<file path="src/rtl/fcgi_pkg.sv">
// Shared types and constants for the FastCGI name-value pair parser.
// No dependencies; imported by the front parser, the result queue and the top level.
package fcgi_pkg;

    // Parse phases. Codes 6 and 7 are unused and decode as PH_NLEN.
    typedef enum logic [2:0] {
        PH_NLEN      = 3'd0,
        PH_NLEN_MORE = 3'd1,
        PH_VLEN      = 3'd2,
        PH_VLEN_MORE = 3'd3,
        PH_NAME      = 3'd4,
        PH_VALUE     = 3'd5
    } t_phase;

    typedef enum logic [1:0] {
        ROLE_LEN   = 2'd0,
        ROLE_NAME  = 2'd1,
        ROLE_VALUE = 2'd2
    } t_role;

    typedef struct packed {
        logic lengths_valid;
        logic field_last;
        logic pair_done;
    } t_marks;

    // A long length field is shifted in at this width (top bit of first byte masked).
    localparam int ASM_BITS      = 31;
    localparam int LEN_IDX_BITS  = 2;
    localparam int BYTE_BITS     = 8;

    // Result queue; depth must be a power of two so pointers wrap naturally.
    localparam int QUEUE_DEPTH   = 2;
    localparam int QUEUE_PTR_W   = $clog2(QUEUE_DEPTH);
    localparam int QUEUE_CNT_W   = $clog2(QUEUE_DEPTH + 1);

endpackage

</file>
<file path="src/rtl/fcgi_front.sv">
// Front end: classifies each params byte and tracks the pair parse state.
// Depends on fcgi_pkg. Produces one result word per accepted byte.
module fcgi_front import fcgi_pkg::*; #(
    parameter int LENGTH_BITS = 31
) (
    input  logic                   i_clk,
    input  logic                   i_rst_n,
    input  logic                   i_accept,
    input  logic [BYTE_BITS-1:0]   i_byte,
    output t_role                  o_role,
    output t_marks                 o_marks,
    output logic [LENGTH_BITS-1:0] o_name_length,
    output logic [LENGTH_BITS-1:0] o_value_length
);

    localparam logic [ASM_BITS-1:0] LEN_MAX = ASM_BITS'((64'd1 << LENGTH_BITS) - 64'd1);

    t_phase                  r_phase, n_phase, ph_eff;
    logic [LEN_IDX_BITS-1:0] r_idx, n_idx, idx_inc;
    logic [ASM_BITS-1:0]     r_asm, n_asm, asm_shift;
    logic [LENGTH_BITS-1:0]  r_held_name, n_held_name;
    logic [LENGTH_BITS-1:0]  r_held_value, n_held_value;
    logic [LENGTH_BITS-1:0]  r_rem, n_rem, rem_dec, len_val;
    logic                    first_byte, len_done, rem_last;

    always_comb begin
        case (r_phase)
            PH_NLEN, PH_NLEN_MORE, PH_VLEN, PH_VLEN_MORE, PH_NAME, PH_VALUE: ph_eff = r_phase;
            default: ph_eff = PH_NLEN;
        endcase
    end

    // Length field decode shared by name and value lengths
    assign first_byte = (ph_eff == PH_NLEN) || (ph_eff == PH_VLEN);
    assign idx_inc    = r_idx + 1'b1;
    assign asm_shift  = {r_asm[ASM_BITS-BYTE_BITS-1:0], i_byte};
    assign len_done   = first_byte ? ~i_byte[BYTE_BITS-1] : (idx_inc == '0);
    assign len_val    = first_byte ? LENGTH_BITS'(i_byte[BYTE_BITS-2:0])
                      : (asm_shift > LEN_MAX) ? LEN_MAX[LENGTH_BITS-1:0]
                      : asm_shift[LENGTH_BITS-1:0];

    // Data byte countdown; a zero count is taken as the last byte
    assign rem_dec  = (r_rem != '0) ? r_rem - 1'b1 : '0;
    assign rem_last = (rem_dec == '0);

    // Next state
    always_comb begin
        n_phase      = ph_eff;
        n_idx        = r_idx;
        n_asm        = r_asm;
        n_held_name  = r_held_name;
        n_held_value = r_held_value;
        n_rem        = r_rem;
        case (ph_eff)
            PH_NLEN, PH_NLEN_MORE, PH_VLEN, PH_VLEN_MORE: begin
                if (len_done) begin
                    n_idx = '0;
                    n_asm = '0;
                end else if (first_byte) begin
                    n_idx = LEN_IDX_BITS'(1);
                    n_asm = ASM_BITS'(i_byte[BYTE_BITS-2:0]);
                end else begin
                    n_idx = idx_inc;
                    n_asm = asm_shift;
                end
                if (ph_eff == PH_NLEN) begin
                    n_held_name  = '0;
                    n_held_value = '0;
                end
                if (ph_eff == PH_NLEN || ph_eff == PH_NLEN_MORE) begin
                    if (len_done) begin
                        n_held_name = len_val;
                        n_phase     = PH_VLEN;
                    end else begin
                        n_phase = PH_NLEN_MORE;
                    end
                end else begin
                    if (len_done) begin
                        n_held_value = len_val;
                        if (r_held_name != '0) begin
                            n_rem   = r_held_name;
                            n_phase = PH_NAME;
                        end else if (len_val != '0) begin
                            n_rem   = len_val;
                            n_phase = PH_VALUE;
                        end else begin
                            n_phase = PH_NLEN;
                        end
                    end else begin
                        n_phase = PH_VLEN_MORE;
                    end
                end
            end
            PH_NAME: begin
                n_rem = rem_dec;
                if (rem_last) begin
                    if (r_held_value != '0) begin
                        n_rem   = r_held_value;
                        n_phase = PH_VALUE;
                    end else begin
                        n_phase = PH_NLEN;
                    end
                end
            end
            PH_VALUE: begin
                n_rem = rem_dec;
                if (rem_last) begin
                    n_phase = PH_NLEN;
                end
            end
            default: begin
                n_phase = PH_NLEN;
            end
        endcase
    end

    // Result fields
    always_comb begin
        o_role                = ROLE_LEN;
        o_marks.lengths_valid = 1'b0;
        o_marks.field_last    = 1'b0;
        o_marks.pair_done     = 1'b0;
        case (ph_eff)
            PH_VLEN, PH_VLEN_MORE: begin
                o_marks.lengths_valid = len_done;
                o_marks.pair_done     = len_done && (r_held_name == '0) && (len_val == '0);
            end
            PH_NAME: begin
                o_role             = ROLE_NAME;
                o_marks.field_last = rem_last;
                o_marks.pair_done  = rem_last && (r_held_value == '0);
            end
            PH_VALUE: begin
                o_role             = ROLE_VALUE;
                o_marks.field_last = rem_last;
                o_marks.pair_done  = rem_last;
            end
            default: begin
                o_role = ROLE_LEN;
            end
        endcase
    end

    assign o_name_length  = n_held_name;
    assign o_value_length = n_held_value;

    always_ff @(posedge i_clk) begin
        if (!i_rst_n) begin
            r_phase      <= PH_NLEN;
            r_idx        <= '0;
            r_asm        <= '0;
            r_held_name  <= '0;
            r_held_value <= '0;
            r_rem        <= '0;
        end else if (i_accept) begin
            r_phase      <= n_phase;
            r_idx        <= n_idx;
            r_asm        <= n_asm;
            r_held_name  <= n_held_name;
            r_held_value <= n_held_value;
            r_rem        <= n_rem;
        end
    end

endmodule

</file>
<file path="src/rtl/fcgi_queue.sv">
// Back end: short result queue that holds finished results until taken downstream.
// Depends on fcgi_pkg for depth and pointer widths.
module fcgi_queue import fcgi_pkg::*; #(
    parameter int WIDTH = 8
) (
    input  logic             i_clk,
    input  logic             i_rst_n,
    input  logic             i_push,
    input  logic [WIDTH-1:0] i_data,
    output logic             o_full,
    output logic             o_valid,
    input  logic             i_pop,
    output logic [WIDTH-1:0] o_data
);

    logic [WIDTH-1:0]       r_mem [QUEUE_DEPTH];
    logic [QUEUE_PTR_W-1:0] r_wr_ptr, r_rd_ptr;
    logic [QUEUE_CNT_W-1:0] r_count, n_count;

    assign o_full  = (r_count == QUEUE_CNT_W'(QUEUE_DEPTH));
    assign o_valid = (r_count != '0);
    assign o_data  = r_mem[r_rd_ptr];

    always_comb begin
        n_count = r_count;
        if (i_push && !i_pop) begin
            n_count = r_count + 1'b1;
        end else if (!i_push && i_pop) begin
            n_count = r_count - 1'b1;
        end
    end

    always_ff @(posedge i_clk) begin
        if (!i_rst_n) begin
            r_wr_ptr <= '0;
            r_rd_ptr <= '0;
            r_count  <= '0;
        end else begin
            if (i_push) begin
                r_wr_ptr <= r_wr_ptr + 1'b1;
            end
            if (i_pop) begin
                r_rd_ptr <= r_rd_ptr + 1'b1;
            end
            r_count <= n_count;
        end
    end

    always_ff @(posedge i_clk) begin
        if (i_push) begin
            r_mem[r_wr_ptr] <= i_data;
        end
    end

endmodule

</file>
<file path="src/rtl/fastcgi_param_pair_parser.sv">
// Top level of the FastCGI PARAMS name-value pair parser.
// Depends on fcgi_pkg, fcgi_front and fcgi_queue.
//
// Takes one params byte per cycle while the input is not stalled and returns one
// result word per byte: its role (length, name or value byte), the byte, the
// decoded name and value lengths of the current pair, and marks for length
// completion, field end and pair end. Lengths wider than LENGTH_BITS saturate.
// Each result word is queued when its byte is accepted; the parser state updates
// on every accepted byte, so a byte can be accepted every cycle. A two-word queue
// sits between parser and output; input is stalled only when it holds both words.
module fastcgi_param_pair_parser import fcgi_pkg::*; #(
    parameter int LENGTH_BITS = 31
) (
    input  logic                   i_clk,
    input  logic                   i_rst_n,
    input  logic                   i_in_valid,
    output logic                   o_in_stall,
    input  logic [BYTE_BITS-1:0]   i_in_byte,
    output logic                   o_out_valid,
    input  logic                   i_out_stall,
    output logic [1:0]             o_byte_role,
    output logic [BYTE_BITS-1:0]   o_out_byte,
    output logic [LENGTH_BITS-1:0] o_name_length,
    output logic [LENGTH_BITS-1:0] o_value_length,
    output logic                   o_lengths_valid,
    output logic                   o_field_last,
    output logic                   o_pair_done
);

    localparam int DATA_W = $bits(t_role) + BYTE_BITS + $bits(t_marks) + 2 * LENGTH_BITS;

    logic                   in_accept, out_accept, q_full;
    t_role                  f_role;
    t_marks                 f_marks, q_marks;
    logic [LENGTH_BITS-1:0] f_name_length, f_value_length;
    logic [DATA_W-1:0]      q_in, q_out;

    assign in_accept  = i_in_valid && !q_full;
    assign o_in_stall = q_full;
    assign out_accept = o_out_valid && !i_out_stall;

    fcgi_front #(
        .LENGTH_BITS (LENGTH_BITS)
    ) u_front (
        .i_clk          (i_clk),
        .i_rst_n        (i_rst_n),
        .i_accept       (in_accept),
        .i_byte         (i_in_byte),
        .o_role         (f_role),
        .o_marks        (f_marks),
        .o_name_length  (f_name_length),
        .o_value_length (f_value_length)
    );

    assign q_in = {f_role, i_in_byte, f_marks, f_name_length, f_value_length};

    fcgi_queue #(
        .WIDTH (DATA_W)
    ) u_queue (
        .i_clk   (i_clk),
        .i_rst_n (i_rst_n),
        .i_push  (in_accept),
        .i_data  (q_in),
        .o_full  (q_full),
        .o_valid (o_out_valid),
        .i_pop   (out_accept),
        .o_data  (q_out)
    );

    assign {o_byte_role, o_out_byte, q_marks, o_name_length, o_value_length} = q_out;
    assign o_lengths_valid = q_marks.lengths_valid;
    assign o_field_last    = q_marks.field_last;
    assign o_pair_done     = q_marks.pair_done;

    // A full queue always has a word to offer.
    a_stall_has_output: assert property (@(posedge i_clk) disable iff (!i_rst_n)
        o_in_stall |-> o_out_valid)
        else $error("input stalled with no result pending");

    a_last_is_data: assert property (@(posedge i_clk) disable iff (!i_rst_n)
        (o_out_valid && o_field_last) |-> (o_byte_role != ROLE_LEN))
        else $error("field end on a length byte");

    a_lv_is_length: assert property (@(posedge i_clk) disable iff (!i_rst_n)
        (o_out_valid && o_lengths_valid) |-> (o_byte_role == ROLE_LEN))
        else $error("lengths completed on a data byte");

    // A pair ends on a length byte only when both fields are empty.
    a_done_on_length: assert property (@(posedge i_clk) disable iff (!i_rst_n)
        (o_out_valid && o_pair_done && o_byte_role == ROLE_LEN) |->
        (o_lengths_valid && o_name_length == '0 && o_value_length == '0))
        else $error("pair end on a length byte with nonempty fields");

    a_value_done_is_last: assert property (@(posedge i_clk) disable iff (!i_rst_n)
        (o_out_valid && o_pair_done && o_byte_role == ROLE_VALUE) |-> o_field_last)
        else $error("pair end on a value byte that is not the field end");

endmodule

</file>
<file path="config.mk">
export PLATFORM = sky130hd
export DESIGN_NAME = fastcgi_param_pair_parser
export DESIGN_NICKNAME = d
export VERILOG_FILES = /design/src/rtl/fcgi_pkg.sv /design/src/rtl/fcgi_front.sv /design/src/rtl/fcgi_queue.sv /design/src/rtl/fastcgi_param_pair_parser.sv
export SDC_FILE = /design/constraint.sdc
export NUM_CORES = 1
export LEC_CHECK = 0
export ABC_AREA = 1
export ABC_CLOCK_PERIOD_IN_PS = 6150
export BUFFER_PORTS_ARGS = -buffer_cell sky130_fd_sc_hd__buf_2
export CORE_AREA = 2 2 155 157
export DETAILED_ROUTE_END_ITERATION = 12
export DIE_AREA = 0 0 157 159
export GPL_ROUTABILITY_DRIVEN = 0
export PLACE_DENSITY = 0.81
export SLEW_MARGIN = 30
export SYNTH_ARGS = -nofsm -noshare
export SYNTH_HDL_FRONTEND = slang
export SYNTH_HIERARCHICAL = 1
export SYNTH_SLANG_ARGS = --single-unit
</file>
<file path="constraint.sdc">
create_clock -name i_clk -period 6.15 [get_ports i_clk]
set_input_delay 0.9225 -clock i_clk [delete_from_list [all_inputs] [get_ports i_clk]]
set_output_delay 0.9225 -clock i_clk [all_outputs]
set_load 0.01 [all_outputs]
</file>
==> results.sh, run 1 <==
export IMPL_run_status="complete, no violations"
export IMPL_postSynthAreaPerCell_um2=8.614
export IMPL_r2r_cells=18
export IMPL_grt_use_total_pct=32.14
export IMPL_viasPerCell=6.130
export IMPL_postPlaceCellArea_mm2=0.01459
export IMPL_drt_wirelength_per_cell_um=20.11
export IMPL_num_antenna_cells=0
export IMPL_timing_hold_worst_start="u_front/r_asm[17]"
export IMPL_boundaryPins=89
export IMPL_leakage_nw=6.474
export IMPL_yosysSeqAreaShare_pct=49.96
export IMPL_peak_supply_drop_v=0.0002515
export IMPL_worstPathBufferInverterCount=3
export IMPL_antenna_violating_nets_post_route=0
export IMPL_min_delay_path_class="flip-flop to flip-flop"
export IMPL_layout_nets=1688
export IMPL_portBuffers=88
export IMPL_worst_setup_hold_path_clk_slew_ps=60
export IMPL_grt_start_max_net_pins=100
export IMPL_die_height_um=159
export IMPL_fmax_mhz=232.0
export IMPL_finalPower_w=0.007633
export IMPL_clkLatencyLatePin_ps=550
export IMPL_cp_max_fo=33
export IMPL_cp_common_cell="nand2_1"
export IMPL_layout_drive_gt1_share_pct=15.53
export IMPL_cp_cell_sequence="inv_1 > ha_1 > inv_1 > nor2_1 > nand2_1 > nor2_1 > nand2_2 > o21ai_1 > nand2_1 > nor2_1 > nand2_1 > nor2_4 > nand2_2 > nand2_1 > nand3_1 > nand3_1 > nand2_1 > inv_1"
export IMPL_timing_max_transition_violations_final=0
export IMPL_critical_path_slowest_cell="nor2_4"
export IMPL_skew_ps=13.53
export IMPL_mostFrequentLayoutCell="nand2_1"
export IMPL_grt_pass1_wl_mm=62.93
export IMPL_netlist_area_mm2=0.01407
export IMPL_share_of_the_cycle_needed_by_the_critical_path_after_routing_pct=70.10
export IMPL_cts_inserted_buffers=28
export IMPL_yosys_warnings=6
export IMPL_post_detail_place_hpwl_mm=27.20
export IMPL_slowest_delay_ps=690
export IMPL_clock_path_buffers=3
export IMPL_r2r_start="u_front/r_rem[0]"
export IMPL_hold_path_depth=2
export IMPL_yosysUniqueCellTypes=34
export IMPL_timing_worst_setup_path_type="flip-flop to flip-flop"
export IMPL_detail_route_first_pass_iterations=6
export IMPL_rsz0062_at_grt="no"
export IMPL_placed_cells=1961
export IMPL_total_die_area_mm2=0.02496
export IMPL_clock_tree_from_tritoncts="yes"
export IMPL_grt_ovfl_total=0
export IMPL_min_delay_worst_endpoint="u_front/r_asm[17]"
export IMPL_finish_instance_area_mm2=0.01546
export IMPL_synth_fp_nets=1649
export IMPL_cp_data_arrival_time_ps=4800
export IMPL_via_count=12340
export IMPL_post_cts_resize_count=0
export IMPL_post_route_drc_count=0
export IMPL_ctsHtreeMaxLevel=1
export IMPL_worstMarginPinSlew_ps=1006
export IMPL_root_buffer="clkbuf_16"
export IMPL_setup_viol_count_final=0
export IMPL_synth_enable_flop_cells=150
export IMPL_ctsHoldBuffers=0
export IMPL_post_synthesis_async_set_or_reset_flop_share_pct=0
export IMPL_shortest_clock_period_the_worst_path_allows_after_layout_ps=4311
export IMPL_timing_slew_headroom_pct=32.91
export IMPL_post_cts_buffers=0
export IMPL_totalWireLength_mm=40.49
export IMPL_dieWidth_um=157
export IMPL_layout_area_overhead_vs_synth_pct=9.901
export IMPL_number_of_global_route_vias_before_repair=11360
export IMPL_initial_antenna_violation_count=0
export IMPL_fp_row_count=56
export IMPL_final_hold_violation_count=0
export IMPL_postSynthCellCount=1633
export IMPL_fin_setup_tns_ps=0
export IMPL_layoutNonFillerInstCount=2013
export IMPL_drv_max_cap_violation_count=0
export IMPL_ys_ff_latch=276
export IMPL_endpoint_kind="flip-flop"
export IMPL_start_util_pct=60.65
export IMPL_detail_route_iter0_violations=1807
export IMPL_clock_sink_count=276
export IMPL_reg2reg_to="u_front/r_rem[19]"
export IMPL_critPathTopFamily="simple AND/OR/NAND/NOR gates"
export IMPL_r2r_setup_slack_ps=1840
export IMPL_leading_cell_types_in_the_layout_fill_and_taps_excluded="nand2_1 (249), inv_1 (225), edfxtp_1 (150)"
export IMPL_top_reg_cell_synth="edfxtp_1"
export IMPL_fp_coreArea_mm2=0.02319
export IMPL_worst_setup_path_start_kind="flip-flop"
export IMPL_power_per_cell_area_mw_per_mm2=493.8
export IMPL_critPathRequiredTime_ps=6640
export IMPL_crit_cells=18
## synth_stat cells, drive strengths merged, types with 3 or more instances
cell,number,area share [%]
a21oi,134,4.8
o22ai,92,4.1
edfxtp,150,32
xor2,3,0.19
nor3,5,0.21
nand3,121,4.9
nor2,146,4.2
buf,33,1.7
o21bai,3,0.16
ha,4,0.36
inv,235,6.3
o21ai,136,4.9
mux2,75,7.3
dfxtp,126,18
nand2,257,7.0
nor4,15,0.67
nand4,20,0.89
clkbuf,59,1.6
a31oi,16,0.71
## sequential cells by signal, summed over array words and instances, names as in the netlist, named ones only
| register | count |
|---|---|
| u_queue/r_count | 2 |
| u_queue/r_wr_ptr | 1 |
| u_front/r_asm | 23 |
| u_queue/r_mem | 150 |
| u_front/r_rem | 31 |
| u_front/r_held_name | 31 |
| u_front/r_idx | 2 |
| u_queue/r_rd_ptr | 1 |
| u_front/r_held_value | 31 |
| u_front/r_phase | 3 |
## cells by family after synthesis
logic type | share of synthesized area [%]
multiplexers | 7.339
buffers and inverters | 9.545
AND/OR/NAND/NOR | 17.87
XOR/XNOR | 0.1868
AO/OA/AOI/OAI | 14.75
flip-flops | 49.96
adder cells (fa/ha/maj) | 0.3558
## metal layers
metal,track usage [%],share of wire [%]
met1,43.14,38
met2,49.18,44
met3,5.226,11
met4,18.97,6.9
met5,0,0
## report_power, final
group / total (W) / switching, W / internal, W
logic: 0.00342 / 0.00232 / 0.00111
registers: 0.00259 / 0.000249 / 0.00235
clock network: 0.00161 / 0.000718 / 0.000897
## area by class of cell
cell class	instances	area, um2
clock inverter	15	117.6
sequential	276	7030
multi-input combinational	1030	5725
inverter	235	883.3
clock buffer	37	744.5
fill	1811	7734
timing repair buffer	101	558.0
tap	319	399.1
## worst reg2reg max path, delay by kind of cell, from the launching register on
family	cells	cell delay, ps
buf+inv	3	250
fa+ha+maj	1	240
compound gates	1	530
simple gates	13	2920
flops	1	310
## stage by stage
| step | setup WS [ps] | util (%) | hold WS (ps) |
|---|---|---|---|
| global route | 1592 | 66.65 | 510.4 |
| floorplan | 1298 | - | 440.2 |
| CTS | 2039 | 66.64 | 473.7 |
| global placement | 2110 | 62.78 | 448.4 |
| detailed placement | 2136 | 62.92 | 463.9 |
| finish | 1839 | 66.65 | 472.1 |
## how the worst max path moves through the flow
stage	start	end	slack, ps
5_1_grt	u_front/r_rem[0]	u_front/r_rem[13]	1590
3_3_place_gp	u_front/r_phase[1]	u_front/r_held_name[5]	2110
3_5_place_dp	u_front/r_rem[8]	u_front/r_rem[24]	2140
2_1_floorplan	i_in_valid	u_queue/r_mem[0][0]	1300
4_1_cts	u_front/r_rem[0]	u_front/r_rem[19]	2040
6_report	u_front/r_rem[0]	u_front/r_rem[19]	1840
Note: power is estimated with default switching activity, not from simulation.
==> run 2, diff against run 1 <==
--- a/config.mk
+++ b/config.mk
@@ -6,7 +6,7 @@
 export NUM_CORES = 1
 export LEC_CHECK = 0
 export ABC_AREA = 1
-export ABC_CLOCK_PERIOD_IN_PS = 6150
+export ABC_CLOCK_PERIOD_IN_PS = 4290
 export BUFFER_PORTS_ARGS = -buffer_cell sky130_fd_sc_hd__buf_2
 export CORE_AREA = 2 2 155 157
 export DETAILED_ROUTE_END_ITERATION = 12
==> constraint.sdc (replaced) <==
create_clock -name i_clk -period 4.29 [get_ports i_clk]
set_input_delay 0.6435 -clock i_clk [delete_from_list [all_inputs] [get_ports i_clk]]
set_output_delay 0.6435 -clock i_clk [all_outputs]
set_load 0.01 [all_outputs]
==> run 2 against run 1 <==
  * Clock power grew 55%
  * Total power grew 46%
  * Routed wire length shrank 1.5%
  * Register-to-register slack lost 1200 ps
  * Clock-buffer cell count shrank 9
  * Global-route usage shrank 0.52 points
==> results.sh, run 2 (synthesis results as in run 1) <==
export IMPL_root_buffer="clkbuf_16"
export IMPL_clock_tree_from_tritoncts="yes"
export IMPL_power_switching_w=0.004763
export IMPL_post_cts_resize_count=0
export IMPL_cp_common_cell="nand2_1"
export IMPL_clkLatencyLatePin_ps=550
export IMPL_drv_max_cap_violation_count=0
export IMPL_clock_path_buffers=3
export IMPL_n_fill_cell=1799
export IMPL_largest_register_ffs=150
export IMPL_critical_path_slowest_cell="nand2_2"
export IMPL_register_area_mm2=0.007030
export IMPL_post_route_drc_count=0
export IMPL_cts_inserted_buffers=27
export IMPL_timing_max_transition_violations_final=0
export IMPL_grt_use_total_pct=31.62
export IMPL_worst_case_setup_slack_after_placement_ps=806.9
export IMPL_peak_supply_drop_v=0.0003644
export IMPL_cp_data_arrival_time_ps=4140
export IMPL_fin_setup_tns_ps=0
export IMPL_power_clock_fraction_pct=22.4
export IMPL_portBuffers=88
export IMPL_layout_drive_gt1_share_pct=16.77
export IMPL_leading_cell_types_in_the_layout_fill_and_taps_excluded="nand2_1 (251), inv_1 (224), edfxtp_1 (150)"
export IMPL_grt_pass1_wl_mm=62.21
export IMPL_clock_sink_count=276
export IMPL_post_detail_place_hpwl_mm=27.16
export IMPL_antenna_violating_nets_post_route=0
export IMPL_top_register="u_queue/r_mem"
export IMPL_placed_cells=1974
export IMPL_via_count=12440
export IMPL_layout_nets=1700
export IMPL_global_route_track_usage_on_met1_pct=40.47
export IMPL_timing_slew_headroom_pct=40.97
export IMPL_drt_wirelength_per_cell_um=19.69
export IMPL_number_of_global_route_vias_before_repair=11610
export IMPL_fmax_mhz=273.7
export IMPL_start_util_pct=60.65
export IMPL_leakage_nw=6.576
export IMPL_layout_area_overhead_vs_synth_pct=11.22
export IMPL_run_status="complete, no violations"
export IMPL_initial_antenna_violation_count=0
export IMPL_viasPerCell=6.143
export IMPL_postPlaceCellArea_mm2=0.01470
export IMPL_finalPower_w=0.01116
export IMPL_final_critical_path_setup_slack_ps=635.8
export IMPL_detail_route_first_pass_iterations=6
export IMPL_comb_power_share_pct=44.4
export IMPL_die_height_um=159
export IMPL_grt_start_max_net_pins=95
export IMPL_post_cts_buffers=0
export IMPL_fp_row_count=56
export IMPL_critPathRequiredTime_ps=4780
export IMPL_worst_setup_path_start_kind="flip-flop"
export IMPL_worst_setup_hold_path_clk_slew_ps=70
export IMPL_p_seq_share_pct=33.2
export IMPL_grt_util_met2_pct=50.34
export IMPL_skew_ps=18.26
export IMPL_slowest_delay_ps=510
export IMPL_total_die_area_mm2=0.02496
export IMPL_shortest_clock_period_the_worst_path_allows_after_layout_ps=3654
export IMPL_multi_input_area_mm2=0.005717
export IMPL_worstMarginPinSlew_ps=885.5
export IMPL_netSwitchingFraction_pct=42.67
export IMPL_rsz0062_at_grt="no"
export IMPL_layoutNonFillerInstCount=2025
export IMPL_fp_coreArea_mm2=0.02319
export IMPL_min_delay_path_class="input port to flip-flop"
export IMPL_setup_viol_count_final=0
export IMPL_intPower_w=0.006399
export IMPL_top_usage_layer="met2"
export IMPL_finish_instance_area_mm2=0.01564
export IMPL_share_of_the_cycle_needed_by_the_critical_path_after_routing_pct=85.18
export IMPL_final_hold_violation_count=0
export IMPL_boundaryPins=89
export IMPL_timing_worst_setup_path_type="flip-flop to flip-flop"
export IMPL_totalWireLength_mm=39.88
export IMPL_cp_max_fo=31
export IMPL_ctsHtreeMaxLevel=1
export IMPL_endpoint_kind="flip-flop"
export IMPL_grt_met3_usage_pct=4.790
export IMPL_dieWidth_um=157
export IMPL_cp_cell_sequence="nor2_1 > nand2_1 > inv_1 > nand2_1 > nor2_2 > nand2_2 > nand3_1 > nand2_1 > nor2_1 > nand2_1 > nor2_4 > nand2_2 > nand2_1 > nand3_1 > nand3_1 > nand2_1 > inv_1"
export IMPL_power_per_cell_area_mw_per_mm2=713.5
export IMPL_grt_ovfl_total=0
export IMPL_detail_route_iter0_violations=1672
export IMPL_mostFrequentLayoutCell="nand2_1"
export IMPL_ctsHoldBuffers=0
-- run 2: changes by cell type in the layout (fill, tap and decap cells not counted), sizes merged --
cell / delta
clkbuf: -9
bufinv: +3
clkinvlp: +2
diode: +1
buf: +13
inv: +1
clkinv: +1
-- run 2: metrics by stage --
| step | util (%) | hold slack, ps |
|---|---|---|
| after floorplan | - | 440.2 |
| after global placement | 63.26 | 449.8 |
| after detailed placement | 63.37 | 460.8 |
| after CTS | 67.44 | 332.9 |
| after global routing | 67.44 | 327.8 |
| final | 67.45 | 346.8 |
-- run 2: area by class of cell --
type,count,area share [%]
clock buffer,28,4.343
clock inverter,22,1.688
multi-input combinational,1030,36.54
inverter,235,5.647
sequential,276,44.94
antenna,1,0.01600
timing repair buffer,114,4.271
tap,319,2.551
-- run 2: worst paths after layout --
path                           from                   end  slack [ps]  cells after the start
setup / recovery  u_front/r_rem[12]     u_front/r_rem[25]         640                     17
hold / removal         i_in_byte[7]  u_queue/r_mem[0][72]         350                      1
setup reg to reg  u_front/r_rem[12]     u_front/r_rem[25]         640                     17
hold reg to reg   u_front/r_asm[17]     u_front/r_asm[17]         470                      2
-- run 2: worst max-delay path, delay by kind of cell (launching register included) --
| family | cells | cell delay, ps |
|---|---|---|
| AND/OR/NAND/NOR | 15 | 3070 |
| flip-flops | 1 | 350 |
| buffers and inverters | 2 | 150 |
-- run 2: per-layer routing --
metal	part of all wire [%]	vias to the layer above	wire, um
met5	0	-	0
met3	11	171	4217
met2	44	840	17740
li1	-	5669	-
met4	7.7	0	3072
met1	37	5759	14850
-- run 2: power groups by stage --
stage,combinational (W),clock [W],sequential [W]
after floorplan,0.00366,0,0.00360
after global placement,0.00466,0,0.00372
after detailed placement,0.00477,0,0.00375
after CTS,0.00481,0.00251,0.00370
after global routing,0.00538,0.00263,0.00375
final,0.00495,0.00250,0.00371
